`config.mk`:
```
export PLATFORM = sky130hd
export DESIGN_NAME = fea_ctrl
export DESIGN_NICKNAME = d
export VERILOG_FILES = /design/src/free_extent_allocator_unit_macros.svh /design/src/fea_pkg.sv /design/src/fea_ctrl.sv
export SDC_FILE = /design/constraint.sdc
export NUM_CORES = 1
export LEC_CHECK = 0
export BUFFER_PORTS_ARGS = -buffer_cell sky130_fd_sc_hd__buf_2
export CORE_MARGIN = 3
export CORE_UTILIZATION = 53
export CTS_CLUSTER_SIZE = 40
export DETAILED_ROUTE_END_ITERATION = 10
export GPL_TIMING_DRIVEN = 0
export PLACE_DENSITY = 0.72
export SLEW_MARGIN = 5
export SYNTH_ARGS = -nofsm -noshare
export SYNTH_HDL_FRONTEND = slang
export SYNTH_SLANG_ARGS = --single-unit
export TNS_END_PERCENT = 50
```
`constraint.sdc`:
```
create_clock -name clk -period 14.1 [get_ports clk]
set_input_delay 2.115 -clock clk [delete_from_list [all_inputs] [get_ports clk]]
set_output_delay 2.115 -clock clk [all_outputs]
set_load 0.02 [all_outputs]
```
`src/free_extent_allocator_unit_macros.svh`:
```
// Assertion helpers for the free extent allocator.
`ifndef FREE_EXTENT_ALLOCATOR_UNIT_MACROS_SVH
`define FREE_EXTENT_ALLOCATOR_UNIT_MACROS_SVH

// Same-cycle implication.
`define FEA_ASSERT_IMPLY(lbl, ante, cons) \
  lbl: assert property (@(posedge clk) disable iff (!rst_n) (ante) |-> (cons)) \
    else $error("assertion failed");

// Next-cycle implication.
`define FEA_ASSERT_NEXT(lbl, ante, cons) \
  lbl: assert property (@(posedge clk) disable iff (!rst_n) (ante) |=> (cons)) \
    else $error("assertion failed");

`endif

```
`src/fea_pkg.sv`:
```
package fea_pkg;

  localparam int TABLE_ENTRIES_DEF = 64;

  typedef enum logic [1:0] {
    OP_ALLOC   = 2'd0,
    OP_FREE    = 2'd1,
    OP_RELEASE = 2'd2,
    OP_CLEAR   = 2'd3
  } opcode_t;

  typedef enum logic [2:0] {
    STAT_OK       = 3'd0,
    STAT_ARG      = 3'd1,
    STAT_OVERLAP  = 3'd2,
    STAT_NOTFOUND = 3'd3,
    STAT_NOFIT    = 3'd4,
    STAT_FULL     = 3'd5
  } status_t;

  typedef enum logic [1:0] {
    ST_IDLE,
    ST_SCAN,
    ST_FINISH
  } state_t;

  localparam logic REG_COALESCE = 1'b0;
  localparam logic REG_SPLIT    = 1'b1;

  typedef struct packed {
    logic [31:0] start;
    logic [15:0] count;
    logic [31:0] age;
  } entry_t;

  typedef struct packed {
    logic wr_en;
    logic vld_set;
    logic vld_clr;
    logic clr_all;
  } tbl_ctl_t;

endpackage

```
`src/fea_ctrl.sv`:
```
module fea_ctrl import fea_pkg::*; #(
  parameter int TABLE_ENTRIES = TABLE_ENTRIES_DEF,
  localparam int AW = (TABLE_ENTRIES > 1) ? $clog2(TABLE_ENTRIES) : 1,
  localparam int CW = $clog2(TABLE_ENTRIES + 1)
) (
  input  logic          clk,
  input  logic          rst_n,
  input  logic          start,
  output logic          busy,
  input  logic [1:0]    op,
  input  logic [31:0]   blk_start,
  input  logic [15:0]   blk_count,
  input  logic          suballoc,
  input  logic          coalesce_en,
  input  logic [15:0]   split_thr,
  output tbl_ctl_t      ctl,
  output logic [AW-1:0] wr_addr,
  output entry_t        wr_data,
  output logic [AW-1:0] clr_addr,
  output logic [AW-1:0] rd_addr,
  input  entry_t        rd_data,
  input  logic          rd_vld,
  output logic          out_valid,
  output logic          out_success,
  output logic [2:0]    out_status,
  output logic [31:0]   out_result_start,
  output logic [15:0]   out_result_count
);

  localparam logic [CW-1:0] LAST = CW'(TABLE_ENTRIES);

  state_t state_r, state_nxt;
  logic [CW-1:0] issue_r;
  logic          p_vld_r;
  logic [AW-1:0] p_idx_r;
  logic [31:0]   age_r;

  opcode_t     op_r;
  logic [31:0] s_r;
  logic [15:0] c_r;
  logic        sub_r;

  // best match (alloc) or exact match (release)
  logic          found_r;
  logic [AW-1:0] best_idx_r;
  logic [15:0]   best_cnt_r;
  logic [31:0]   best_dist_r;
  logic [31:0]   best_start_r;
  logic [15:0]   closest_r;

  // free neighbors
  logic          ovl_r;
  logic          empty_f_r;
  logic [AW-1:0] empty_idx_r;
  logic          next_f_r;
  logic [AW-1:0] next_idx_r;
  logic [31:0]   next_start_r;
  logic [15:0]   next_cnt_r;
  logic          prev_f_r;
  logic [AW-1:0] prev_idx_r;
  logic [31:0]   prev_start_r;
  logic [15:0]   prev_cnt_r;

  logic        out_valid_r, out_success_r;
  logic [2:0]  out_status_r;
  logic [31:0] out_start_r;
  logic [15:0] out_count_r;

  // shared per-entry compare unit
  logic [17:0] need;
  logic        fits, take_alloc, ovl_e;
  logic [31:0] age_gap;
  logic [32:0] req_end, ent_end;

  always_comb begin
    need       = {2'b0, c_r} + {2'b0, split_thr} + 18'd1;
    fits       = (rd_data.count >= c_r) &&
                 ((rd_data.count == c_r) ||
                  ((need <= 18'h0FFFF) && ({2'b0, rd_data.count} >= need)));
    age_gap    = age_r - rd_data.age;
    take_alloc = rd_vld && fits &&
                 (!found_r || (rd_data.count < best_cnt_r) ||
                  ((rd_data.count == best_cnt_r) && (age_gap > best_dist_r)));
    req_end    = {1'b0, s_r} + {17'b0, c_r};
    ent_end    = {1'b0, rd_data.start} + {17'b0, rd_data.count};
    ovl_e      = ({1'b0, rd_data.start} < req_end) && ({1'b0, s_r} < ent_end);
  end

  // finish step
  logic [16:0] nsum, psum;
  logic [32:0] prev_end;
  logic        with_next, with_prev, stamp;
  logic [15:0] total;
  logic        fin_ok;
  status_t     fin_st;
  logic [31:0] fin_start;
  logic [15:0] fin_count;
  tbl_ctl_t    ctl_c;

  always_comb begin
    nsum      = {1'b0, c_r} + {1'b0, next_cnt_r};
    with_next = coalesce_en && next_f_r && (req_end == {1'b0, next_start_r}) && !nsum[16];
    total     = with_next ? nsum[15:0] : c_r;
    psum      = {1'b0, total} + {1'b0, prev_cnt_r};
    prev_end  = {1'b0, prev_start_r} + {17'b0, prev_cnt_r};
    with_prev = coalesce_en && prev_f_r && (prev_end == {1'b0, s_r}) && !psum[16];

    ctl_c     = '0;
    stamp     = 1'b0;
    wr_addr   = best_idx_r;
    clr_addr  = best_idx_r;
    wr_data   = '{start: best_start_r + s_r, count: best_cnt_r - c_r, age: age_r};
    fin_ok    = 1'b0;
    fin_st    = STAT_OK;
    fin_start = '0;
    fin_count = '0;

    unique case (op_r)
      OP_ALLOC: begin
        if (c_r == 16'd0) begin
          fin_st = STAT_ARG;
        end else if (!found_r) begin
          fin_st    = STAT_NOFIT;
          fin_count = closest_r;
        end else begin
          fin_ok    = 1'b1;
          fin_start = best_start_r;
          fin_count = c_r;
          wr_data.start = best_start_r + {16'b0, c_r};
          if (best_cnt_r == c_r) begin
            ctl_c.vld_clr = 1'b1;
          end else begin
            ctl_c.wr_en = 1'b1;
            stamp       = 1'b1;
          end
        end
      end
      OP_FREE: begin
        if ((c_r == 16'd0) || sub_r) begin
          fin_st = STAT_ARG;
        end else if (ovl_r) begin
          fin_st = STAT_OVERLAP;
        end else if (!with_prev && !with_next && !empty_f_r) begin
          fin_st = STAT_FULL;
        end else if (with_prev) begin
          fin_ok        = 1'b1;
          ctl_c.wr_en   = 1'b1;
          stamp         = 1'b1;
          wr_addr       = prev_idx_r;
          wr_data       = '{start: prev_start_r, count: psum[15:0], age: age_r};
          ctl_c.vld_clr = with_next;
          clr_addr      = next_idx_r;
        end else begin
          fin_ok        = 1'b1;
          ctl_c.wr_en   = 1'b1;
          ctl_c.vld_set = 1'b1;
          stamp         = 1'b1;
          wr_addr       = with_next ? next_idx_r : empty_idx_r;
          wr_data       = '{start: s_r, count: total, age: age_r};
        end
      end
      OP_RELEASE: begin
        if (found_r) begin
          fin_ok        = 1'b1;
          ctl_c.vld_clr = 1'b1;
        end else begin
          fin_st = STAT_NOTFOUND;
        end
      end
      OP_CLEAR: begin
        fin_ok        = 1'b1;
        ctl_c.clr_all = 1'b1;
      end
      default: ;
    endcase

    ctl = (state_r == ST_FINISH) ? ctl_c : '0;
  end

  // sequencer
  always_comb begin
    state_nxt = state_r;
    unique case (state_r)
      ST_IDLE: begin
        if (start) begin
          state_nxt = (opcode_t'(op) == OP_CLEAR) ? ST_FINISH : ST_SCAN;
        end
      end
      ST_SCAN: begin
        if ((issue_r == LAST) && !p_vld_r) state_nxt = ST_FINISH;
      end
      ST_FINISH: state_nxt = ST_IDLE;
      default:   state_nxt = ST_IDLE;
    endcase
  end

  assign busy    = (state_r != ST_IDLE);
  assign rd_addr = issue_r[AW-1:0];

  always_ff @(posedge clk) begin
    if (!rst_n) begin
      state_r     <= ST_IDLE;
      issue_r     <= '0;
      p_vld_r     <= 1'b0;
      age_r       <= '0;
      out_valid_r <= 1'b0;
    end else begin
      state_r     <= state_nxt;
      out_valid_r <= (state_r == ST_FINISH);
      if ((state_r == ST_FINISH) && stamp) age_r <= age_r + 32'd1;
      if (state_r == ST_IDLE) begin
        issue_r <= '0;
        p_vld_r <= 1'b0;
      end else if (state_r == ST_SCAN) begin
        p_vld_r <= (issue_r != LAST);
        if (issue_r != LAST) issue_r <= issue_r + CW'(1);
      end
    end
  end

  always_ff @(posedge clk) begin
    if (state_r == ST_IDLE && start) begin
      op_r      <= opcode_t'(op);
      s_r       <= blk_start;
      c_r       <= blk_count;
      sub_r     <= suballoc;
      found_r   <= 1'b0;
      closest_r <= '0;
      ovl_r     <= 1'b0;
      empty_f_r <= 1'b0;
      next_f_r  <= 1'b0;
      prev_f_r  <= 1'b0;
    end
    if (state_r == ST_SCAN) begin
      p_idx_r <= issue_r[AW-1:0];
    end
    if (state_r == ST_SCAN && p_vld_r) begin
      unique case (op_r)
        OP_ALLOC: begin
          if (rd_vld && (rd_data.count < c_r) && (rd_data.count > closest_r)) begin
            closest_r <= rd_data.count;
          end
          if (take_alloc) begin
            found_r      <= 1'b1;
            best_idx_r   <= p_idx_r;
            best_cnt_r   <= rd_data.count;
            best_dist_r  <= age_gap;
            best_start_r <= rd_data.start;
          end
        end
        OP_FREE: begin
          if (!rd_vld) begin
            if (!empty_f_r) begin
              empty_f_r   <= 1'b1;
              empty_idx_r <= p_idx_r;
            end
          end else begin
            if (ovl_e) ovl_r <= 1'b1;
            if (rd_data.start > s_r) begin
              if (!next_f_r || (rd_data.start < next_start_r)) begin
                next_f_r     <= 1'b1;
                next_idx_r   <= p_idx_r;
                next_start_r <= rd_data.start;
                next_cnt_r   <= rd_data.count;
              end
            end else if (!prev_f_r || (rd_data.start > prev_start_r)) begin
              prev_f_r     <= 1'b1;
              prev_idx_r   <= p_idx_r;
              prev_start_r <= rd_data.start;
              prev_cnt_r   <= rd_data.count;
            end
          end
        end
        OP_RELEASE: begin
          if (rd_vld && !found_r && (rd_data.start == s_r) && (rd_data.count == c_r)) begin
            found_r    <= 1'b1;
            best_idx_r <= p_idx_r;
          end
        end
        OP_CLEAR: ;
        default: ;
      endcase
    end
    if (state_r == ST_FINISH) begin
      out_success_r <= fin_ok;
      out_status_r  <= fin_st;
      out_start_r   <= fin_start;
      out_count_r   <= fin_count;
    end
  end

  assign out_valid        = out_valid_r;
  assign out_success      = out_success_r;
  assign out_status       = out_status_r;
  assign out_result_start = out_start_r;
  assign out_result_count = out_count_r;

endmodule

```
==> results.cfg <==
[finish]
syn_to_final_growth_pct = 13.2
final_nets = 4504
final_cell_area_sq_um = 37100
fill_cells = 5266
drive_gt1_frac = 0.139
stdcell_count = 4720

[yosys]
yosysTopAreaCell = edfxtp_1
synth-edff-count = 309
synth_seq_area_share = 0.322
postSynthCellCount = 3534
synth.avg_cell_area_sq_um = 9.28
yosysWarnings = 0
synth.distinct_cells = 107
synth_area_sq_um = 32800
synth_area_leaders = edfxtp_1 28%, ha_1 17%, xnor2_1 4.2%
ys.flop_type = edfxtp_1
ys_seq_elements = 373
synth_fp_nets = 4141
async_flop_share = 0
yosysTopAreaCellShare = 0.283

[setup_path]
cp.arrival_ps = 11000
crit_family = simple AND/OR/NAND/NOR gates
cp.required_ps = 11980
cp-end-kind = output port
crit_type = reg -> out
critPathBufInv = 5
slowest_stage = nor2_1
critPathMaxStageDelay_ps = 1010
crit_top_cell = nor4_1
cp-start-kind = flop
cp_max_fo = 10

[place]
io_buffers = 307
dp_slack_ps = 1580
place.gp.congestion = 1.03
dp_hpwl_um = 91200
placed_cell_area_sq_um = 35600
placedCellCount = 4633

[drt]
via_count = 29700
drc = 0
viasPerCell = 6.29
drtPass1Iterations = 6
ant_nets = 0
wirelength_um = 117000
drt_iter0_markers = 3346
wl_per_cell_um = 24.8

[clock_tree]
cts_resized = 0
cts_num_sinks = 373
clkLatencyLatePin_ps = 600
cts_root_buffer = clkbuf_16
cts_tree = done
cts_buffers = 44
path_clk_slew_ps = 60
htreeDepth = 2
ctsHoldBuffers = 0
cts_buffer_depth = 3
cts_setup_buffers = 0

[floorplan]
die_h_um = 255
fp.dieArea_sq_um = 64900
start_util = 0.539
rows = 90
io_pins = 308
die_width_um = 255
core_sq_um = 60800

[power]
peakVddDrop_mv = 0.0979
p_leak_nw = 16.6
fin_total_pwr_mw = 3.23
p_per_area_nw_per_um2 = 86.9

[sta]
tightestPinTransition_ps = 1400
fin_skew_ps = 20.7
tns_ps = 0
min_period_ps = 13120
finalCritPeriodShare = 0.930
setup_violations = 0
hold_viol_final = 0
rsz0062_at_grt = no
relSlewSlack = 0.0561
worst_slack_ps = 984
fmax_ghz = 0.0762
final-max-slew-violation-count = 0

[job]
drv_cap = 0

[global_route]
grt-ovfl-total = 0
antenna_found_initial = 11
grt.total_usage = 0.350
grt_pass1_vias = 27500
grt_pass1_wl_um = 170000
grt_max_degree = 53

[worst_hold_path]
hold_class = reg -> reg

[outcome]
status = completed
## worst reg2reg max path: cells and delay by family (launching register included)
kind | cells | cell delay, ps
AOI/OAI and AO/OA | 10 | 2990
xor gates and xnor gates | 1 | 150
adders and majority gates | 3 | 1170
buffers and inverters | 7 | 1860
DFF | 1 | 840
muxes | 1 | 210
and+or+nand+nor | 8 | 2390
## where the power goes
part           switching (mW)  total [mW]  internal, mW
Combinational           0.447       0.733         0.286
Clock                   0.512        1.24         0.730
Sequential             0.0458        1.25          1.21
## per-stage QoR
| stage | hold WS (ps) | utilization |
|---|---|---|
| final | 507 | 0.611 |
| after global routing | 514 | 0.610 |
| after CTS | 498 | 0.610 |
| after detailed placement | 484 | 0.585 |
| after global placement | 467 | 0.581 |
| after floorplan | 450 | - |
## cell families (layout without fill, tap and decap cells)
kind of cell               Yosys count  count (layout)  synth area share
xor gates and xnor gates           245             245            0.0673
other                                0               5                 0
AOI/OAI and AO/OA                  935             935             0.190
adders and majority gates          455             455             0.176
muxes                              100             100            0.0318
and+or+nand+nor                   1032            1032             0.163
buffers and inverters              394             793            0.0497
DFF                                373             373             0.322
## area by class of cell
class | count | area [sq um] | area share
Multi-Input combinational cell | 2767 | 20600 | 0.556
Buffer | 92 | 494 | 0.0133
Timing Repair Buffer | 317 | 1730 | 0.0466
Clock buffer | 54 | 1210 | 0.0326
Antenna cell | 5 | 12.5 | 0.000337
Sequential cell | 373 | 10600 | 0.284
Clock inverter | 28 | 350 | 0.00944
Tap cell | 782 | 978 | 0.0264
Inverter | 302 | 1140 | 0.0307
## per-layer routing
metal  share of wire  GRT usage  wire, um  vias to the layer above
li1                -          -         -                    13800
met1            0.42      0.487     49000                    14100
met2            0.42      0.521     49400                     1501
met3            0.10     0.0675     12100                      294
met4           0.056      0.177      6600                        8
met5         0.00057          0        67                        -
## cells in the mapped netlist, types with 8 or more instances
library cell / n
a2111oi_0: 12
a211o_1: 11
a211oi_1: 38
a21boi_0: 10
a21o_1: 134
a21oi_1: 243
a22oi_1: 12
a31oi_1: 21
and2_1: 52
and3_1: 33
and4_1: 11
buf_2: 23
buf_4: 15
buf_6: 8
clkbuf_1: 43
dfxtp_1: 64
edfxtp_1: 309
fa_1: 10
ha_1: 445
inv_1: 298
mux2_2: 35
mux2i_1: 65
nand2_1: 192
nand2b_1: 77
nand3_1: 93
nand4_1: 85
nor2_1: 241
nor2b_1: 61
nor3_1: 68
nor4_1: 27
o2111ai_1: 13
o211ai_1: 18
o21a_1: 61
o21ai_0: 193
o21ai_1: 10
o21bai_1: 24
o221ai_1: 12
o22ai_1: 10
o31ai_1: 13
or2_2: 18
or3_1: 32
xnor2_1: 157
xor2_1: 83
## path summary, 6_finish.rpt
| path | from | slack (ps) | end | cells after the start |
|---|---|---|---|---|
| min reg2reg | p_idx_r[2] | 510 | empty_idx_r[2] | 0 |
| min | p_idx_r[2] | 510 | empty_idx_r[2] | 0 |
| max | c_r[1] | 980 | ctl[1] | 29 |
| max reg2reg | c_r[1] | 4200 | out_success | 30 |
## state kept, by name, indices dropped and copies added (netlist names), 2 cells and up
signal	flops
next_idx_r	6
issue_r	7
p_idx_r	6
prev_idx_r	6
best_idx_r	6
op_r	2
closest_r	16
out_status	3
next_cnt_r	16
prev_cnt_r	16
best_dist_r	32
best_start_r	32
age_r	32
prev_start_r	32
s_r	32
out_result_count	16
c_r	16
out_result_start	32
state_r	2
best_cnt_r	16
empty_idx_r	6
next_start_r	32
## cells in the final DEF, fill, tap and decap left out, types with 16 or more instances in the layout
cell type	count
ha_1	445
buf_2	330
edfxtp_1	309
inv_1	296
a21oi_1	243
nor2_1	240
o21ai_0	193
nand2_1	192
xnor2_1	157
a21o_1	134
nand3_1	93
nand4_1	85
xor2_1	83
nand2b_1	77
nor3_1	68
mux2i_1	65
dfxtp_1	64
o21a_1	61
nor2b_1	61
and2_1	52
clkbuf_1	47
clkbuf_16	46
a211oi_1	37
mux2_2	35
and3_1	33
or3_1	32
nor4_1	25
o21bai_1	24
a31oi_1	21
or2_2	18
o211ai_1	18
buf_4	16
Note: power is estimated with default switching activity, not from simulation.
